===== src/hdl/lpi_pkg.sv =====
`timescale 1ns / 1ps
// -----------------------------------------------------------------------------
// lpi_pkg
// Shared widths, controller states and the command and status bundles of the
// line path interpolator.
// -----------------------------------------------------------------------------
package lpi_pkg;

	localparam int COORD_W    = 32;
	localparam int MAX_POINTS = 64;
	localparam int N_W        = $clog2(MAX_POINTS);
	localparam int STEP_W     = 31;
	localparam int LEN_W      = COORD_W + 1;
	localparam int SUM_W      = 2 * LEN_W;
	localparam int NUM_W      = 64;
	localparam int NAXES      = 3;
	localparam int IN_W       = 2 * NAXES * COORD_W;
	localparam int OUT_W      = NAXES * COORD_W;
	localparam logic [STEP_W-1:0] STEP_RESET = STEP_W'(65536);

	typedef enum logic [12:0] {
		ST_IDLE    = 13'd1,
		ST_SQR     = 13'd2,
		ST_RT_GO   = 13'd4,
		ST_RT_WAIT = 13'd8,
		ST_ND_GO   = 13'd16,
		ST_ND_WAIT = 13'd32,
		ST_AX_MUL  = 13'd64,
		ST_AX_GO   = 13'd128,
		ST_AX_WAIT = 13'd256,
		ST_E_START = 13'd512,
		ST_STEP    = 13'd1024,
		ST_E_PT    = 13'd2048,
		ST_E_END   = 13'd4096
	} state_t;

	typedef enum logic [1:0] {
		EM_START = 2'd0,
		EM_POINT = 2'd1,
		EM_END   = 2'd2
	} emit_sel_t;

	typedef struct packed {
		logic      load;
		logic      sum_add;
		logic      mul_sq;
		logic [1:0] axis;
		logic      sqrt_start;
		logic      div_start;
		logic      div_n;
		logic      acc_clr;
		logic      acc_step;
		logic      emit;
		emit_sel_t emit_sel;
	} cmd_t;

	typedef struct packed {
		logic           out_free;
		logic           sqrt_done;
		logic           div_done;
		logic           len_zero;
		logic [N_W-1:0] n;
		logic           clip;
		logic           units_busy;
	} status_t;

endpackage


===== src/hdl/lpi_ctrl.sv =====
`timescale 1ns / 1ps
// -----------------------------------------------------------------------------
// lpi_ctrl
// Controller: sequences the squares, root, divisions and point emission.
// -----------------------------------------------------------------------------
module lpi_ctrl import lpi_pkg::*; (
	input  logic    clk,
	input  logic    arst_n,
	input  logic    in_valid,
	output logic    in_ready,
	output cmd_t    cmd,
	input  status_t status
);

	state_t         state_q;
	state_t         state_d;
	logic [1:0]     cnt_q;
	logic [1:0]     cnt_d;
	logic [N_W-1:0] k_q;
	logic [N_W-1:0] k_d;
	logic [N_W:0]   k_next;

	assign in_ready = (state_q == ST_IDLE);
	assign k_next   = {1'b0, k_q} + 1'b1;

	always_comb begin
		cmd     = '0;
		state_d = state_q;
		cnt_d   = cnt_q;
		k_d     = k_q;
		case (state_q)
			ST_IDLE: begin
				if (in_valid) begin
					cmd.load = 1'b1;
					cnt_d    = '0;
					state_d  = ST_SQR;
				end
			end
			ST_SQR: begin
				cmd.mul_sq  = 1'b1;
				cmd.axis    = (cnt_q == 2'd3) ? 2'd0 : cnt_q;
				cmd.sum_add = (cnt_q != 2'd0);
				cnt_d       = cnt_q + 1'b1;
				if (cnt_q == 2'd3) begin
					state_d = ST_RT_GO;
				end
			end
			ST_RT_GO: begin
				cmd.sqrt_start = 1'b1;
				state_d        = ST_RT_WAIT;
			end
			ST_RT_WAIT: begin
				if (status.sqrt_done) begin
					state_d = ST_ND_GO;
				end
			end
			ST_ND_GO: begin
				cmd.div_n = 1'b1;
				if (status.len_zero) begin
					state_d = ST_E_END;
				end else begin
					cmd.div_start = 1'b1;
					state_d       = ST_ND_WAIT;
				end
			end
			ST_ND_WAIT: begin
				cmd.div_n = 1'b1;
				if (status.div_done) begin
					cnt_d   = '0;
					state_d = ST_AX_MUL;
				end
			end
			ST_AX_MUL: begin
				cmd.axis = cnt_q;
				state_d  = ST_AX_GO;
			end
			ST_AX_GO: begin
				cmd.axis      = cnt_q;
				cmd.div_start = 1'b1;
				state_d       = ST_AX_WAIT;
			end
			ST_AX_WAIT: begin
				cmd.axis = cnt_q;
				if (status.div_done) begin
					if (cnt_q == 2'd2) begin
						state_d = ST_E_START;
					end else begin
						cnt_d   = cnt_q + 1'b1;
						state_d = ST_AX_MUL;
					end
				end
			end
			ST_E_START: begin
				cmd.acc_clr  = 1'b1;
				cmd.emit     = 1'b1;
				cmd.emit_sel = EM_START;
				if (status.out_free) begin
					k_d     = N_W'(1);
					state_d = (status.n > N_W'(1)) ? ST_STEP : ST_E_END;
				end
			end
			ST_STEP: begin
				cmd.acc_step = 1'b1;
				state_d      = ST_E_PT;
			end
			ST_E_PT: begin
				cmd.emit     = 1'b1;
				cmd.emit_sel = EM_POINT;
				if (status.out_free) begin
					k_d     = k_next[N_W-1:0];
					state_d = (k_next < {1'b0, status.n}) ? ST_STEP : ST_E_END;
				end
			end
			ST_E_END: begin
				cmd.emit     = 1'b1;
				cmd.emit_sel = EM_END;
				if (status.out_free) begin
					state_d = ST_IDLE;
				end
			end
			default: begin
				state_d = ST_IDLE;
			end
		endcase
	end

	always_ff @(posedge clk or negedge arst_n) begin
		if (!arst_n) begin
			state_q <= ST_IDLE;
			cnt_q   <= '0;
			k_q     <= '0;
		end else begin
			state_q <= state_d;
			cnt_q   <= cnt_d;
			k_q     <= k_d;
		end
	end

endmodule


===== config.mk =====
export PLATFORM = sky130hd
export DESIGN_NAME = lpi_ctrl
export DESIGN_NICKNAME = d
export VERILOG_FILES = /design/src/hdl/lpi_pkg.sv /design/src/hdl/lpi_ctrl.sv
export SDC_FILE = /design/constraint.sdc
export NUM_CORES = 1
export LEC_CHECK = 0
export ABC_AREA = 1
export BUFFER_PORTS_ARGS = -buffer_cell sky130_fd_sc_hd__buf_2
export CORE_MARGIN = 2
export CORE_UTILIZATION = 60
export CTS_CLUSTER_SIZE = 20
export DETAILED_ROUTE_END_ITERATION = 12
export PLACE_DENSITY = 0.84
export RECOVER_POWER = 50
export SLEW_MARGIN = 20
export SYNTH_ARGS = -nofsm -noshare
export SYNTH_HDL_FRONTEND = slang
export SYNTH_SLANG_ARGS = --single-unit

===== constraint.sdc =====
create_clock -name clk -period 4.6 [get_ports clk]
set_input_delay 0.92 -clock clk [delete_from_list [all_inputs] [get_ports clk]]
set_output_delay 0.92 -clock clk [all_outputs]
set_load 0.02 [all_outputs]

==> PnR_summary.wiki <==
{| class="wikitable"
! Metric !! Value
|-
| Status || finished clean
|-
| Die height || 57.6 um
|-
| Min cycle time layout || 3090 ps
|-
| Top layer in use || met4
|-
| Final weighted congestion in routability-driven placement || 0.845
|-
| Detailed-routing wirelength on met1 || 1470 um
|-
| TritonCTS clock tree || built
|-
| Largest cells by area after synthesis || sky130_fd_sc_hd__dfrtp_1 (29%), sky130_fd_sc_hd__nand2_1 (9.4%), sky130_fd_sc_hd__inv_1 (9.2%), sky130_fd_sc_hd__ha_1 (7.3%), sky130_fd_sc_hd__nand2_4 (5.2%)
|-
| Fillcell total || 257
|-
| Kind of critical path || flip-flop to output port
|-
| Top FF cell, synth || sky130_fd_sc_hd__dfrtp_1
|-
| Vias per cell || 5.20
|-
| Final cell utilization of the core || 0.694
|-
| Beginning of the worst register-to-register path || k_q[0]
|-
| Clock latency on the worst-skew pair || 320 ps
|-
| # H-tree levels || 1
|-
| Area of the mapped netlist || 1720 um^2
|-
| Kind of end point of the critical path || output port
|-
| Via count of the first global-routing pass || 1431
|-
| Relative contribution of sequential cells to total power || 0.338
|-
| Final critical-path setup slack || 1510 ps
|-
| Period utilisation layout || 0.672
|-
| CTS max path bufs || 2
|-
| Met3 wire length || 117 um
|-
| Layout-stage area growth over the synthesis result || 10.1%
|-
| Final non-filler cell area || 1900 um^2
|-
| Total track usage || 0.224
|-
| Dominant cell by count in the synthesized netlist || sky130_fd_sc_hd__nand2_1
|-
| Post-synth EDFFs || 0
|-
| RSZ-0062 raised after global routing || no
|-
| Die ar. || 3320 um^2
|-
| Worst-path clk slew || 120 ps
|-
| Worst-case reg-to-reg path depth || 11
|-
| Placement Rows || 19
|-
| Data required time at the worst endpoint || 3680 ps
|-
| Most frequent cells after synthesis || sky130_fd_sc_hd__nand2_1 (43), sky130_fd_sc_hd__inv_1 (42), sky130_fd_sc_hd__nor2_1 (24)
|-
| Worst-case vdd ir drop || 0.376 mV
|-
| Number of max-cap violations || 0
|-
| Nets@finish || 288
|-
| Iteration count of the initial detailed-routing pass || 4
|-
| Area share of the leading cell type in the synthesized netlist || 0.290
|-
| Clock net sink count || 21
|-
| Register bit total from synthesis || 21
|-
| Initial antenna violation count || 0
|-
| Initial Util || 0.630
|-
| Placed inst area || 1890 um^2
|-
| Number of warnings printed during yosys synthesis || 0
|-
| Critical Path Source || state_q[9]
|-
| Library cell occupying the most area in the post-synthesis netlist || sky130_fd_sc_hd__dfrtp_1
|-
| Buffers on Ports || 26
|-
| Instance count of the mapped netlist || 232
|-
| Wire length after detailed routing || 3330 um
|-
| Count of final hold-check violations || 0
|-
| Tightest slew margin relative to the limit || 0.242
|-
| Routed wirelength normalized by instance count || 11.4 um
|-
| Net switching power || 312 uW
|-
| Vias after detailed routing || 1523
|-
| Reg-to-reg critical path endpoint || state_q[10]
|-
| Io pins || 29
|-
| Share of cells above drive strength 1 || 0.229
|-
| Origin of the worst min-delay path || state_q[12]
|-
| Total clock buffers created by CTS || 3
|-
| Total power || 666 uW
|-
| Number of distinct standard cells referenced by the synthesized netlist || 28
|-
| Clock power frac || 0.142
|-
| Class of the tightest hold or removal check || flip-flop to flip-flop
|-
| Hold-fix buffer count after cts || 0
|-
| Diode insertion count for antenna repair || 0
|-
| Total negative slack || 0 ps
|-
| Clock tree skew after final layout || 3.54 ps
|-
| Setup Slack @ Placement || 2230 ps
|-
| Power density over cell area || 351 nW/um^2
|-
| Lkg Pwr || 1.14 nW
|-
| Data arrival time of the worst path || 2170 ps
|-
| Achievable frequency || 324 MHz
|-
| Async SR Flop Fraction || 1.00
|-
| Switching share of power || 0.469
|-
| Core footprint || 2730 um^2
|-
| Internal cell power || 354 uW
|-
| First-pass GRT wire length || 5800 um
|-
| Iteration-0 DRC count of the detailed router || 33
|-
| Kind of launch point of the worst setup path || flip-flop
|-
| Number of gates resized after CTS || 0
|-
| Total of endpoints with negative setup slack in the final report || 0
|-
| Slew @ Worst Pin || 1140 ps
|-
| Largest fanout on the critical path || 7
|-
| Post-Syn Nets || 257
|-
| Root buffer cell || sky130_fd_sc_hd__clkbuf_4
|-
| Sequential share of the synthesized area || 0.306
|-
| Global route total overflow || 0
|-
| Worst R2R Setup Slack || 2550 ps
|-
| Average size of a mapped cell || 7.43 um^2
|-
| HPWL Detailed || 2830 um
|-
| Capturing element of the worst setup path || cmd[9]
|-
| Comb power frac || 0.520
|-
| Final slew viol count || 0
|-
| Largest net degree at the start of global routing || 22
|-
| Number of buffers added for setup after CTS || 0
|-
| Number of nets with antenna violations after detailed routing || 0
|-
| Drc violations || 0
|-
| Met2 wire length || 1660 um
|-
| Die Wd || 57.6 um
|}
==> per-stage QoR <==
stage | hold slack, ps | std cells
CTS | 557 | 293
global route | 581 | 293
finish | 550 | 293
floorplan | 491 | 232
detailed placement | 528 | 289
global placement | 517 | 289
==> cell type report <==
class	instances	area, um^2	share of cell area
clock buffers	4	26.3	0.0139
inverters	47	176	0.0930
multi-input cells	164	1000	0.527
flip-flops and latches	21	527	0.278
well taps	31	38.8	0.0204
repair buffers	26	129	0.0679
==> critical path, stage by stage, from the launching register on <==
cell and delay, ps:
sky130_fd_sc_hd__dfrtp_1 440, sky130_fd_sc_hd__nor2_1 280, sky130_fd_sc_hd__nand3_4 120, sky130_fd_sc_hd__nor2_1 320
sky130_fd_sc_hd__o21ai_0 230, sky130_fd_sc_hd__nand2_1 150, sky130_fd_sc_hd__nand2_1 50, sky130_fd_sc_hd__o21ai_0 70
sky130_fd_sc_hd__buf_2 190
==> logic make-up (layout without fill, tap and decap cells) <==
| logic type | count (synthesis) | in the layout | share of synthesized area |
|---|---|---|---|
| xor gates and xnor gates | 4 | 4 | 0.0203 |
| buffers and inverters | 47 | 77 | 0.102 |
| and+or+nand+nor | 125 | 125 | 0.412 |
| muxes | 1 | 1 | 0.00581 |
| adders and majority gates | 10 | 10 | 0.0726 |
| AOI/OAI and AO/OA | 24 | 24 | 0.0806 |
| DFF | 21 | 21 | 0.306 |
==> registers in the layout, summed over array words and instances, names as in the netlist <==
register / count
state_q: 13
k_q: 6
cnt_q: 2
==> power by group through the flow <==
| stage | registers [mW] | clock network [mW] | logic [mW] |
|---|---|---|---|
| finish | 0.225 | 0.0946 | 0.347 |
| detailed placement | 0.228 | 0 | 0.356 |
| global placement | 0.228 | 0 | 0.350 |
| global route | 0.228 | 0.101 | 0.389 |
| floorplan | 0.224 | 0 | 0.288 |
| CTS | 0.225 | 0.0942 | 0.357 |
==> metal layers <==
layer  GRT usage  up-vias
li1            -      789
met3      0.0249        7
met2       0.394       27
met4       0.110        0
met5           0        -
met1       0.269      700
==> placed cells by master (no fill, tap or decap), drive strengths merged, types with 2 or more instances in the layout <==
cell type   n
ha         10
buf        25
nor3        6
dfrtp      20
clkbuf      5
o21bai      2
o22ai       2
inv        46
a21oi       4
nand3      16
a22o        3
nand2      60
nor2       36
o21ai      13
nand4       4
xor2        4
==> how the worst min path moves through the flow <==
| stage | to | cells after the start |
|---|---|---|
| floorplan | state_q[12] | 2 |
| global placement | k_q[1] | 1 |
| detailed placement | state_q[12] | 2 |
| CTS | k_q[4] | 1 |
| global route | k_q[0] | 1 |
| finish | state_q[12] | 2 |
Note: power is estimated with default switching activity, not from simulation.
